--- config.mk ---
export PLATFORM = sky130hd
export DESIGN_NAME = corexy_z_step_generator
export DESIGN_NICKNAME = d
export VERILOG_FILES = /design/src/rtl/czsg_pkg.sv /design/src/rtl/corexy_z_step_generator.sv
export SDC_FILE = /design/constraint.sdc
export NUM_CORES = 1
export LEC_CHECK = 0
export CORE_MARGIN = 10
export CORE_UTILIZATION = 61
export CTS_BUF_LIST = sky130_fd_sc_hd__clkbuf_8
export DETAILED_ROUTE_END_ITERATION = 16
export DONT_BUFFER_PORTS = 1
export HOLD_SLACK_MARGIN = 0.1
export PLACE_DENSITY = 0.91
export SETUP_SLACK_MARGIN = 0.5
export SYNTH_ARGS = -nofsm -noshare
export SYNTH_HDL_FRONTEND = slang
export SYNTH_SLANG_ARGS = --single-unit
--- constraint.sdc ---
create_clock -name clk_i -period 11.8 [get_ports clk_i]
set_input_delay 1.18 -clock clk_i [delete_from_list [all_inputs] [get_ports clk_i]]
set_output_delay 1.18 -clock clk_i [all_outputs]
set_load 0.05 [all_outputs]
--- src/rtl/czsg_pkg.sv ---
package czsg_pkg;

  localparam int POS_BITS_DEF = 16;

  localparam logic [6:0] XY_DELAY_CAP  = 7'd99;
  localparam logic [2:0] Z_MOVE_DELAY  = 3'd3;
  localparam logic [2:0] Z_RESET_DELAY = 3'd6;

  typedef enum logic [1:0] {
    REQ_TICK = 2'd0,
    REQ_PLAN = 2'd1,
    REQ_ZSET = 2'd2
  } req_e;

  localparam logic [2:0] REG_X_MIN = 3'd0;
  localparam logic [2:0] REG_X_MAX = 3'd1;
  localparam logic [2:0] REG_Y_MIN = 3'd2;
  localparam logic [2:0] REG_Y_MAX = 3'd3;
  localparam logic [2:0] REG_Z_MIN = 3'd4;
  localparam logic [2:0] REG_Z_MAX = 3'd5;

  // input beat payload, lowest field last
  typedef struct packed {
    logic               pad;
    logic signed [15:0] z_goal;
    logic [6:0]         delay_ticks;
    logic signed [7:0]  vel_y;
    logic signed [7:0]  vel_x;
  } in_t;

  // result beat payload, lowest field last
  typedef struct packed {
    logic [1:0]         pad;
    logic               z_busy;
    logic [14:0]        z_position;
    logic signed [15:0] y_position;
    logic signed [15:0] x_position;
    logic               dir_z;
    logic               step_z;
    logic               dir_b;
    logic               step_b;
    logic               dir_a;
    logic               step_a;
  } res_t;

endpackage

--- src/rtl/corexy_z_step_generator.sv ---
// An accepted input beat is registered in s1, and its result beat in res_q.
// Throughput: one beat per cycle unless m_axis_tready stalls the output; all work
// for a beat is done between them, with the axis state updated in the same cycle.
// Reset (rst_ni low, asynchronous): pipeline empty, motors stopped, positions zero,
// window registers at their defaults, z step delay at six ticks.
module corexy_z_step_generator #(
  parameter int POS_BITS = czsg_pkg::POS_BITS_DEF
) (
  input  logic        clk_i,
  input  logic        rst_ni,

  input  logic        psel,
  input  logic        penable,
  input  logic        pwrite,
  input  logic [4:0]  paddr,
  input  logic [31:0] pwdata,
  output logic [31:0] prdata,
  output logic        pready,

  input  logic        s_axis_tvalid,
  output logic        s_axis_tready,
  // vel_x, vel_y, delay_ticks, z_goal, zero pad
  input  logic [39:0] s_axis_tdata,
  // req_type
  input  logic [1:0]  s_axis_tuser,

  output logic        m_axis_tvalid,
  input  logic        m_axis_tready,
  // step_a, dir_a, step_b, dir_b, step_z, dir_z, x_position, y_position,
  // z_position, z_busy, zero pad
  output logic [55:0] m_axis_tdata
);

  localparam int CW = ((POS_BITS > 16) ? POS_BITS : 16) + 1;

  // config registers
  logic signed [15:0] x_min_q, x_max_q, y_min_q, y_max_q;
  logic [14:0]        z_min_q, z_max_q;

  // pipeline
  logic              s1_valid_q, s1_valid_d;
  logic [1:0]        s1_req_q;
  czsg_pkg::in_t     s1_data_q;
  logic              m_valid_q, m_valid_d;
  czsg_pkg::res_t    res_q, res_d;
  logic              out_free, adv, fire_in;

  // axis state
  logic [6:0]                xy_tick_q, xy_tick_d;
  logic [6:0]                xy_reload_q, xy_reload_d;
  logic [7:0]                rate_a_q, rate_a_d, rate_b_q, rate_b_d;
  logic signed [1:0]         sign_a_q, sign_a_d, sign_b_q, sign_b_d;
  logic [9:0]                err_a_q, err_a_d, err_b_q, err_b_d;
  logic signed [POS_BITS-1:0] pos_x_q, pos_x_d, pos_y_q, pos_y_d, pos_z_q, pos_z_d;
  logic [15:0]               z_rem_q, z_rem_d;
  logic                      z_dir_q, z_dir_d;
  logic [2:0]                z_tick_q, z_tick_d;
  logic [2:0]                z_delay_q, z_delay_d;
  logic                      z_en_q, z_en_d;

  // ---------------------------------------------------------------- APB
  logic cfg_wr;
  assign pready = 1'b1;
  assign cfg_wr = psel & penable & pwrite;

  always_comb begin
    case (paddr[4:2])
      czsg_pkg::REG_X_MIN: prdata = {16'd0, x_min_q};
      czsg_pkg::REG_X_MAX: prdata = {16'd0, x_max_q};
      czsg_pkg::REG_Y_MIN: prdata = {16'd0, y_min_q};
      czsg_pkg::REG_Y_MAX: prdata = {16'd0, y_max_q};
      czsg_pkg::REG_Z_MIN: prdata = {17'd0, z_min_q};
      czsg_pkg::REG_Z_MAX: prdata = {17'd0, z_max_q};
      default:             prdata = 32'd0;
    endcase
  end

  always_ff @(posedge clk_i or negedge rst_ni) begin
    if (!rst_ni) begin
      x_min_q <= 16'sd0;
      x_max_q <= 16'sd32767;
      y_min_q <= 16'sd0;
      y_max_q <= 16'sd32767;
      z_min_q <= 15'd0;
      z_max_q <= 15'h7FFF;
    end else if (cfg_wr) begin
      case (paddr[4:2])
        czsg_pkg::REG_X_MIN: x_min_q <= pwdata[15:0];
        czsg_pkg::REG_X_MAX: x_max_q <= pwdata[15:0];
        czsg_pkg::REG_Y_MIN: y_min_q <= pwdata[15:0];
        czsg_pkg::REG_Y_MAX: y_max_q <= pwdata[15:0];
        czsg_pkg::REG_Z_MIN: z_min_q <= pwdata[14:0];
        czsg_pkg::REG_Z_MAX: z_max_q <= pwdata[14:0];
        default: ;
      endcase
    end
  end

  // ---------------------------------------------------------------- handshake
  assign out_free      = !m_valid_q || m_axis_tready;
  assign adv           = s1_valid_q && out_free;
  assign s_axis_tready = !s1_valid_q || out_free;
  assign fire_in       = s_axis_tvalid && s_axis_tready;
  assign m_axis_tvalid = m_valid_q;
  assign m_axis_tdata  = res_q;

  always_comb begin
    s1_valid_d = s1_valid_q;
    if (fire_in) begin
      s1_valid_d = 1'b1;
    end else if (adv) begin
      s1_valid_d = 1'b0;
    end
    m_valid_d = m_valid_q;
    if (adv) begin
      m_valid_d = 1'b1;
    end else if (m_axis_tready) begin
      m_valid_d = 1'b0;
    end
  end

  // ---------------------------------------------------------------- xy step event
  logic                  first_is_a, f_ok, s_ok, second_go, xy_event;
  logic signed [1:0]     f_sx, f_sy, s_sx, s_sy;
  logic signed [CW-1:0]  xlo, xhi, ylo, yhi;
  logic signed [CW-1:0]  px0, py0, f_nx, f_ny, px1, py1, s_nx, s_ny, px2, py2;
  logic [9:0]            e0, e1, e2;
  logic [7:0]            r_small, r_big;

  always_comb begin
    first_is_a = rate_a_q >= rate_b_q;
    f_sx = first_is_a ? sign_a_q : sign_b_q;
    f_sy = first_is_a ? sign_a_q : -sign_b_q;
    s_sx = first_is_a ? sign_b_q : sign_a_q;
    s_sy = first_is_a ? -sign_b_q : sign_a_q;
    xlo = CW'(x_min_q);
    xhi = CW'(x_max_q);
    ylo = CW'(y_min_q);
    yhi = CW'(y_max_q);

    px0  = CW'(pos_x_q);
    py0  = CW'(pos_y_q);
    f_nx = px0 + CW'(f_sx);
    f_ny = py0 + CW'(f_sy);
    f_ok = (f_sx != 2'sd0) && (f_nx >= xlo) && (f_nx <= xhi) &&
           (f_ny >= ylo) && (f_ny <= yhi);
    px1  = f_ok ? CW'($signed(f_nx[POS_BITS-1:0])) : px0;
    py1  = f_ok ? CW'($signed(f_ny[POS_BITS-1:0])) : py0;

    e0        = first_is_a ? err_a_q : err_b_q;
    r_small   = first_is_a ? rate_b_q : rate_a_q;
    r_big     = first_is_a ? rate_a_q : rate_b_q;
    e1        = e0 + {2'b00, r_small};
    second_go = e1 >= {2'b00, r_big};
    e2        = second_go ? (e1 - {2'b00, r_big}) : e1;

    s_nx = px1 + CW'(s_sx);
    s_ny = py1 + CW'(s_sy);
    s_ok = second_go && (s_sx != 2'sd0) && (s_nx >= xlo) && (s_nx <= xhi) &&
           (s_ny >= ylo) && (s_ny <= yhi);
    px2  = s_ok ? CW'($signed(s_nx[POS_BITS-1:0])) : px1;
    py2  = s_ok ? CW'($signed(s_ny[POS_BITS-1:0])) : py1;

    xy_event = xy_tick_q <= 7'd1;
  end

  // ---------------------------------------------------------------- plan and z set
  logic signed [8:0]    va, vb;
  logic [8:0]           ma, mb;
  logic [14:0]          zt;
  logic signed [CW-1:0] zdelta, zabs;
  logic [2:0]           zcnt;

  always_comb begin
    va = 9'(s1_data_q.vel_x) + 9'(s1_data_q.vel_y);
    vb = 9'(s1_data_q.vel_x) - 9'(s1_data_q.vel_y);
    ma = va[8] ? 9'(-va) : 9'(va);
    mb = vb[8] ? 9'(-vb) : 9'(vb);

    zt = s1_data_q.z_goal[14:0];
    if (zt < z_min_q) begin
      zt = z_min_q;
    end else if (zt > z_max_q) begin
      zt = z_max_q;
    end
    zdelta = CW'($signed({1'b0, zt})) - CW'(pos_z_q);
    zabs   = zdelta[CW-1] ? -zdelta : zdelta;

    zcnt = (z_tick_q != 3'd0) ? (z_tick_q - 3'd1) : 3'd0;
  end

  // ---------------------------------------------------------------- next state
  logic step_a, step_b, step_z;
  logic signed [CW-1:0] ox, oy, oz;

  always_comb begin
    xy_tick_d   = xy_tick_q;
    xy_reload_d = xy_reload_q;
    rate_a_d    = rate_a_q;
    rate_b_d    = rate_b_q;
    sign_a_d    = sign_a_q;
    sign_b_d    = sign_b_q;
    err_a_d     = err_a_q;
    err_b_d     = err_b_q;
    pos_x_d     = pos_x_q;
    pos_y_d     = pos_y_q;
    pos_z_d     = pos_z_q;
    z_rem_d     = z_rem_q;
    z_dir_d     = z_dir_q;
    z_tick_d    = z_tick_q;
    z_delay_d   = z_delay_q;
    z_en_d      = z_en_q;
    step_a      = 1'b0;
    step_b      = 1'b0;
    step_z      = 1'b0;

    case (s1_req_q)
      czsg_pkg::REQ_TICK: begin
        if (xy_event) begin
          step_a    = first_is_a ? f_ok : s_ok;
          step_b    = first_is_a ? s_ok : f_ok;
          pos_x_d   = px2[POS_BITS-1:0];
          pos_y_d   = py2[POS_BITS-1:0];
          xy_tick_d = xy_reload_q;
          if (first_is_a) begin
            err_a_d = e2;
          end else begin
            err_b_d = e2;
          end
        end else begin
          xy_tick_d = xy_tick_q - 7'd1;
        end
        z_tick_d = zcnt;
        if (zcnt == 3'd0 && z_en_q) begin
          if (z_rem_q == 16'd0) begin
            z_en_d = 1'b0;
          end else begin
            step_z   = 1'b1;
            pos_z_d  = pos_z_q + (z_dir_q ? POS_BITS'(1) : {POS_BITS{1'b1}});
            z_rem_d  = z_rem_q - 16'd1;
            z_tick_d = z_delay_q;
          end
        end
      end
      czsg_pkg::REQ_PLAN: begin
        if (s1_data_q.vel_x == 8'sd0 && s1_data_q.vel_y == 8'sd0) begin
          rate_a_d = 8'd0;
          rate_b_d = 8'd0;
          sign_a_d = 2'sd0;
          sign_b_d = 2'sd0;
        end else begin
          sign_a_d    = va[8] ? -2'sd1 : 2'sd1;
          sign_b_d    = vb[8] ? -2'sd1 : 2'sd1;
          rate_a_d    = ma[8] ? 8'hFF : ma[7:0];
          rate_b_d    = mb[8] ? 8'hFF : mb[7:0];
          err_a_d     = 10'd0;
          err_b_d     = 10'd0;
          xy_reload_d = (s1_data_q.delay_ticks > czsg_pkg::XY_DELAY_CAP) ?
                        czsg_pkg::XY_DELAY_CAP : s1_data_q.delay_ticks;
        end
      end
      czsg_pkg::REQ_ZSET: begin
        if (!z_en_q && !s1_data_q.z_goal[15] && zdelta != '0) begin
          z_dir_d   = !zdelta[CW-1];
          z_rem_d   = zabs[15:0];
          z_delay_d = czsg_pkg::Z_MOVE_DELAY;
          z_en_d    = 1'b1;
        end
      end
      default: ;
    endcase

    ox = CW'(pos_x_d);
    oy = CW'(pos_y_d);
    oz = CW'(pos_z_d);
    res_d.pad        = 2'b00;
    res_d.z_busy     = z_en_d;
    res_d.z_position = oz[14:0];
    res_d.y_position = oy[15:0];
    res_d.x_position = ox[15:0];
    res_d.dir_z      = z_dir_d;
    res_d.step_z     = step_z;
    res_d.dir_b      = sign_b_d == 2'sd1;
    res_d.step_b     = step_b;
    res_d.dir_a      = sign_a_d == 2'sd1;
    res_d.step_a     = step_a;
  end

  // ---------------------------------------------------------------- registers
  always_ff @(posedge clk_i or negedge rst_ni) begin
    if (!rst_ni) begin
      s1_valid_q  <= 1'b0;
      m_valid_q   <= 1'b0;
      xy_tick_q   <= 7'd0;
      xy_reload_q <= 7'd0;
      rate_a_q    <= 8'd0;
      rate_b_q    <= 8'd0;
      sign_a_q    <= 2'sd0;
      sign_b_q    <= 2'sd0;
      err_a_q     <= 10'd0;
      err_b_q     <= 10'd0;
      pos_x_q     <= '0;
      pos_y_q     <= '0;
      pos_z_q     <= '0;
      z_rem_q     <= 16'd0;
      z_dir_q     <= 1'b0;
      z_tick_q    <= 3'd0;
      z_delay_q   <= czsg_pkg::Z_RESET_DELAY;
      z_en_q      <= 1'b0;
    end else begin
      s1_valid_q <= s1_valid_d;
      m_valid_q  <= m_valid_d;
      if (adv) begin
        xy_tick_q   <= xy_tick_d;
        xy_reload_q <= xy_reload_d;
        rate_a_q    <= rate_a_d;
        rate_b_q    <= rate_b_d;
        sign_a_q    <= sign_a_d;
        sign_b_q    <= sign_b_d;
        err_a_q     <= err_a_d;
        err_b_q     <= err_b_d;
        pos_x_q     <= pos_x_d;
        pos_y_q     <= pos_y_d;
        pos_z_q     <= pos_z_d;
        z_rem_q     <= z_rem_d;
        z_dir_q     <= z_dir_d;
        z_tick_q    <= z_tick_d;
        z_delay_q   <= z_delay_d;
        z_en_q      <= z_en_d;
      end
    end
  end

  always_ff @(posedge clk_i) begin
    if (fire_in) begin
      s1_req_q  <= s_axis_tuser;
      s1_data_q <= s_axis_tdata;
    end
    if (adv) begin
      res_q <= res_d;
    end
  end

`ifndef SYNTHESIS
  a_zstep_busy: assert property (@(posedge clk_i) disable iff (!rst_ni)
    (m_valid_q && res_q.step_z) |-> res_q.z_busy)
    else $error("z step reported without a z move in progress");

  a_stop_pair: assert property (@(posedge clk_i) disable iff (!rst_ni)
    (sign_a_q == 2'sd0) == (sign_b_q == 2'sd0))
    else $error("only one motor stopped");

  a_stop_rate: assert property (@(posedge clk_i) disable iff (!rst_ni)
    (sign_a_q == 2'sd0) |-> (rate_a_q == 8'd0 && rate_b_q == 8'd0))
    else $error("stopped motor with nonzero rate");

  a_reload_cap: assert property (@(posedge clk_i) disable iff (!rst_ni)
    (xy_tick_q <= czsg_pkg::XY_DELAY_CAP) && (xy_reload_q <= czsg_pkg::XY_DELAY_CAP))
    else $error("xy tick counter above cap");

  a_cmd_nostep: assert property (@(posedge clk_i) disable iff (!rst_ni)
    (adv && s1_req_q != czsg_pkg::REQ_TICK) |=>
      (!res_q.step_a && !res_q.step_b && !res_q.step_z))
    else $error("step pulse on a command beat");
`endif

endmodule
==> results of run 1 <==
-- layer usage --
metal  share of wire  vias to the layer above  GRT usage
met3           0.081                      269    0.05670
li1                -                    10320          -
met5         0.00018                        -          0
met2            0.48                     1057     0.4756
met4           0.057                        2     0.1602
met1            0.39                    10620     0.3329
-- timing repair --
| item | CTS | global route |
|---|---|---|
| pin swaps | 0 | 6 |
| gates resized for setup | 4 | 38 |
| setup endpoints to repair | 40 | 66 |
-- layout make-up --
class                   count  area [um^2]  area share
multi-input cells        2192        15850      0.5805
flip-flops and latches    316         8441      0.3092
clock buffers              62        853.3     0.03126
inverters                 216        810.8     0.02970
well taps                 532        665.6     0.02438
repair buffers             56        444.2     0.01627
clock inverters            38        239.0    0.008753
-- cells by family after synthesis --
logic type / synth area share
mux: 0.06149
simple gates: 0.1489
other cells: 0.0002957
flops: 0.3324
buf+inv: 0.05513
xor+xnor: 0.03897
fa+ha+maj: 0.1586
compound gates: 0.2042
-- metrics by stage --
step / utilization / cells / worst slack [ns] / cell area (um^2) / hold slack (ns)
final: 0.6656 / 3412 / 1.031 / 27300 / 0.2329
after detailed placement: 0.6345 / 3312 / 0.3661 / 26030 / 0.4629
after global routing: 0.6656 / 3412 / 0.4922 / 27300 / 0.1989
after CTS: 0.6614 / 3412 / 0.5735 / 27130 / 0.1796
after floorplan: - / 2849 / 0.5453 / 25460 / 0.4350
after global placement: 0.6345 / 3312 / 0.5843 / 26030 / 0.4547
-- synthesized netlist by cell type, drive strengths merged, types with 8 or more instances --
master and instances:
nor3b 10, dfstp 46, ha 306, a211oi 25, a311oi 9, o31a 12
nor3 79, nor4 24, inv 214, o31ai 53, or3 21, xor2 25
o211ai 12, a21boi 9, and2 15, xnor2 88, dfrtp 175, buf 46
mux2 74, o21ai 242, nand4 42, o221ai 10, nor2 178, nor2b 31
a22oi 9, fa 10, o21bai 15, a21o 68, a21oi 175, o22a 8
a31oi 27, o22ai 15, clkbuf 79, or2 13, mux2i 57, nand2 277
edfxtp 95, o21a 36, and3 14, a31o 23, nand3 43, nand2b 27
-- how the worst max path moves through the flow --
stage	end	cells past startpoint
3_3_place_gp	m_axis_tdata[28]	42
5_1_grt	m_axis_tdata[26]	49
2_1_floorplan	m_axis_tdata[22]	49
4_1_cts	m_axis_tdata[28]	49
6_report	m_axis_tdata[7]	49
3_5_place_dp	m_axis_tdata[32]	43
-- cells in the final DEF (no fill, tap or decap), types with 68 or more instances in the layout --
| master | n |
|---|---|
| dfrtp_1 | 175 |
| xnor2_1 | 86 |
| o21ai_0 | 226 |
| nand2_1 | 275 |
| nor2_1 | 176 |
| a21o_1 | 68 |
| edfxtp_1 | 95 |
| a21oi_1 | 172 |
| inv_1 | 235 |
| ha_1 | 306 |
| mux2_2 | 74 |
| nor3_1 | 75 |
-- worst max-delay path: cells and delay by family (launching register included) --
kind / cells / cell delay [ns]
AOI/OAI and AO/OA: 26 / 5.56
and+or+nand+nor: 12 / 1.97
adders and majority gates: 6 / 1.81
buffers and inverters: 4 / 0.57
DFF: 1 / 0.38
xor gates and xnor gates: 1 / 0.29
==> results.md, run 1 <==
- DRT Wirelength: 73.00 mm
- Clock slew at reported path FFs: 0.06 ns
- GRT Util Overall: 0.2828
- Crit path from: rate_a_q[0]
- H-tree depth: 2
- Pin count of the biggest net entering global routing: 222
- Setup TNS: 0 ns
- Worst-margin pin slew: 1.287 ns
- Mapped Cells: 2832
- CTS sink cnt: 316
- Die ar.: 0.05019 mm^2
- Worst skew pair latency: 0.68 ns
- Initial antenna violation count: 1
- I/O Pins: 177
- Die width: 224.0 um
- Worst setup EP type: flop
- Nets@finish: 3237
- Fillers: 3224
- Mapped Avg Cell Area: 8.967 um^2
- Hold crit path type: input pin to async pin
- Fin Clk Skew: 0.04772 ns
- Critical Path Most Common Cell: o21ai_0
- Drt via density: 6.525
- Iter 0 DRT Violations: 2029
- Routed via count: 22270
- Cells on worst reg2reg path: 49
- Warnings, synthesis: 0
- First-pass GRT wire length: 115.3 mm
- FF-to-FF Start: rate_a_q[0]
- CP Launch Type: flop
- Most used DFF post-synth: dfrtp_1
- CTS Root Buffer Type: clkbuf_8
- Mapped cell area: 0.02540 mm^2
- Post-CTS Hold Buffers: 0
- Post-synth EDFFs: 95
- Yosys reg bits: 316
- DR pass1 iterations: 6
- Synth area leaders: dfrtp_1 (17%), ha_1 (15%), edfxtp_1 (11%)
- Crit path kind: flop to flop
- Number of post-CTS setup repair buffers: 0
- Final setup violating endpoints: 0
- Asr flop ratio synth: 0.6994
- Final hold vios: 0
- Synth top area share: 0.1724
- Period utilization: 0.9126
- Critical Path Max Stage Delay: 0.57 ns
- Die height: 224.0 um
- Vias in the first global route: 22040
- Worst slew margin: 0.1577
- Crit path DAT: 11.22 ns
- Share of cells above drive strength 1: 0.1177
- Synth cell types: 87
- Max-slew violation count: 0
- FP Rows: 74
- Crit-path max FO: 16
- Post-route ant nets: 0
- FMAX: 0.09286 GHz
- RR Endpoint: m_axis_tdata[7]
- Antenna cells: 0
- Max reg flops: 54
- Placer Congestion: 1.002
- Total CTS buffers: 53
- Global route total overflow: 0
- Maxcap violations: 0
- Initial Utilization: 0.6192
- Status: completed
- Req. time, crit path: 12.25 ns
- Area Growth Syn to Fin: 7.504%
- Post-synthesis sequential area ratio: 0.3324
- Unrepaired setup endpoints after global routing: false
- Routed wire per std cell: 21.40 um
- Slowest cell on crit path: or4_4
- Hpwl dp: 55.46 mm
- Clock Path Buffers: 3
- CTS tree: built
- Core area: 0.04102 mm^2
- Port bufs: 0
- Yosys top cell by area: dfrtp_1
- Fin crit period: 10.77 ns
- Post-route DRC violation count: 0
- R2r setup slk: 1.03 ns
Power of run 1 is left out: the tool's default activity adds up to more than one toggle a clock period on the data nets, which glitch-free logic cannot reach.
==> inputs of run 2 (changes only) <==
Settings changed: ABC_AREA from default to 1.
==> run 2 against run 1 <==
Clock skew grew 0.0094 ns; worst setup slack gained 0.29 ns; area after synthesis grew 3.6%; non-clock buffer count shrank 23; register-to-register slack gained 0.29 ns; global-route usage grew 0.36 points; design area grew 2.7%; die area grew 3.3%; sequential share of layout area shrank 0.82 points.
==> results.md, run 2 <==
- Status: completed
- Synth top area share: 0.1664 (-0.006010)
- Critical Path Max Stage Delay: 0.42 ns (-0.15 ns)
- DR pass1 iterations: 7 (+1)
- GRT Util Overall: 0.2864 (+0.003583)
- Worst-margin pin slew: 1.238 ns (-0.04829 ns)
- Clock Path Buffers: 3 (unchanged)
- Worst slew margin: 0.1893 (+0.03161)
- FMAX: 0.09543 GHz (+2.8%)
- Fin crit period: 10.48 ns (-0.2902 ns)
- Unrepaired setup endpoints after global routing: false
- Warnings, synthesis: 0 (unchanged)
- Initial antenna violation count: 1 (unchanged)
- FP Rows: 76 (+2.7%)
- Crit path DAT: 10.87 ns (-0.35 ns)
- Period utilization: 0.8880 (-0.02459)
- Routed wire per std cell: 17.60 um (-18%)
- Placed Cells: 4164 (+26%)
- Most used DFF post-synth: dfrtp_1
- Mapped Cells: 3642 (+29%)
- Fin Clk Skew: 0.05710 ns (+0.009381 ns)
- CTS Root Buffer Type: clkbuf_8
- Synth area leaders: dfrtp_1 (17%), nand2_1 (15%), ha_1 (15%)
- Non-filler cells, final: 4268 (+25%)
- Worst setup EP type: flop
- CTS tree: built
- Final core utilization: 0.6540 (-0.01160)
- Drt via density: 5.912 (-9.4%)
- Asr flop ratio synth: 0.6994 (unchanged)
- Crit-path max FO: 35 (+19)
- Max-slew violation count: 0 (unchanged)
- Initial Utilization: 0.6135 (-0.005602)
- DRT Wirelength: 75.11 mm (+2.9%)
- Fin area: 0.02805 mm^2 (+2.7%)
- Total CTS buffers: 54 (+1.9%)
- Area Growth Syn to Fin: 6.596%
- I/O Pins: 177 (unchanged)
- Clock slew at reported path FFs: 0.06 ns (about the same)
- CP Launch Type: flop
- Crit path kind: flop to flop
- Worst Path Buf+Inv: 8 (+4)
- Hold crit path type: input pin to async pin
- H-tree depth: 2 (unchanged)
- Die width: 227.7 um (+1.6%)
- Port bufs: 0 (unchanged)
- Synth cell count leaders: nand2_1 (1056), inv_1 (460), ha_1 (306)
- Post-synthesis sequential area ratio: 0.3208 (-0.01158)
- Die height: 227.7 um (+1.6%)
- Most frequent cells in the layout: nand2_1 (1056), inv_1 (467), ha_1 (306)
- Critical Path Most Common Cell: nand2_1
- Synth cell types: 60 (-31%)
- Vias in the first global route: 23250 (+5.5%)
- Routed via count: 25230 (+13%)
- Pin count of the biggest net entering global routing: 222 (unchanged)
- Mapped cell area: 0.02631 mm^2 (+3.6%)
- Count leader, synth: nand2_1
- Final hold vios: 0 (unchanged)
- Post-CTS Hold Buffers: 0 (unchanged)
- Fillers: 3550 (+10%)
- Yosys top cell by area: dfrtp_1
- Mapped Avg Cell Area: 7.225 um^2 (-19%)
- Global route total overflow: 0 (unchanged)
- CTS sink cnt: 316 (unchanged)
- Max reg flops: 54 (unchanged)
- CP delay by family, top: simple AND/OR/NAND/NOR gates
- Placer Congestion: 1.010 (+0.84%)
- Hpwl dp: 56.14 mm (+1.2%)
- Core area: 0.04289 mm^2 (+4.6%)
- Req. time, crit path: 12.19 ns (-0.06 ns)
- First-pass GRT wire length: 119.0 mm (+3.2%)
- Share of cells above drive strength 1: 0.05540 (-0.06230)
- Maxcap violations: 0 (unchanged)
- Worst skew pair latency: 0.67 ns (about the same)
- Post-route DRC violation count: 0 (unchanged)
- Placed Area: 0.02679 mm^2 (+2.9%)
- Post-route ant nets: 0 (unchanged)
- Setup TNS: 0 ns (unchanged)
- Yosys reg bits: 316 (unchanged)
- Die ar.: 0.05184 mm^2 (+3.3%)
- Nets@finish: 4040 (+25%)
- Commonest non-fill, non-tap cell in the layout: nand2_1
- Final setup violating endpoints: 0 (unchanged)
- Post-synth EDFFs: 95 (unchanged)
- Slowest cell on crit path: dfrtp_1
- Iter 0 DRT Violations: 2853 (+41%)
==> run 2: changes by cell type in the layout (fill, tap and decap cells not counted), sizes merged, moves of 31 or more <==
cell,change
o31ai,-50
nor2b,-31
a21o,-53
nor3,-43
mux2i,-57
o21ai,+42
nor2,+82
mux2,-74
nand4,+47
xnor2,-57
nand3,+178
nand2,+787
inv,+237
xor2,+48
==> run 2: stage by stage <==
step	setup WS [ns]	hold slack, ns
after floorplan	3.761	0.4327
after global placement	1.610	0.4471
after detailed placement	1.436	0.4464
after CTS	1.329	0.1982
after global routing	0.4856	0.2181
final	1.321	0.2526
==> run 2: worst register-to-register path, delay by kind of cell (launching register included) <==
kind | cells | cell delay, ns
AND/OR/NAND/NOR | 35 | 4.50
AO/OA/AOI/OAI | 8 | 1.80
adder cells (fa/ha/maj) | 6 | 2.03
flip-flops | 1 | 0.42
XOR/XNOR | 1 | 0.36
buffers and inverters | 8 | 1.09
==> run 2: layer usage <==
metal  global-route usage  routed length [um]
met5                    0                   0
met4               0.1728                4906
met3              0.06210                7294
met2               0.4554               34260
met1               0.3522               28640
==> run 2: timing repair <==
item                       in CTS  in global routing
setup endpoints to repair       0                 55
buffers inserted                0                  3
gates resized for setup         0                  4
==> run 2: worst paths after layout <==
| check | from | to | slack [ns] | depth (start not counted) |
|---|---|---|---|---|
| setup / recovery | rate_b_q[3] | m_axis_tdata[20] | 1.32 | 58 |
| hold / removal | rst_ni | err_b_q[2] | 0.25 | 0 |
| setup reg to reg | rate_b_q[3] | m_axis_tdata[20] | 1.32 | 58 |
| hold reg to reg | z_delay_q[2] | z_delay_q[2] | 0.46 | 2 |
| max in group asynchronous | rst_ni | m_axis_tvalid | 11.02 | 0 |
| min in group clk_i | z_delay_q[2] | z_delay_q[2] | 0.46 | 2 |
==> run 2: cells by family (layout without fill, tap and decap cells) <==
family | Yosys count | count (layout) | synth area share
AND/OR/NAND/NOR | 1704 | 1704 | 0.2716
adder cells (fa/ha/maj) | 316 | 316 | 0.1531
XOR/XNOR | 104 | 104 | 0.03490
other | 2 | 20 | 0.0002854
flip-flops | 316 | 316 | 0.3208
AO/OA/AOI/OAI | 622 | 622 | 0.1316
buffers and inverters | 578 | 601 | 0.08778
==> run 2: final cells by class <==
cell class / instances / area, um^2 / area share
clock buffers: 58 / 798.3 / 0.02846
diodes: 1 / 2.502 / 0.00008922
inverters: 468 / 1767 / 0.06299
multi-input cells: 2765 / 15640 / 0.5576
repair buffers: 33 / 247.7 / 0.008833
clock inverters: 42 / 420.4 / 0.01499
well taps: 585 / 732.0 / 0.02610
flip-flops and latches: 316 / 8441 / 0.3009
Power of run 2 is left out for the same reason.
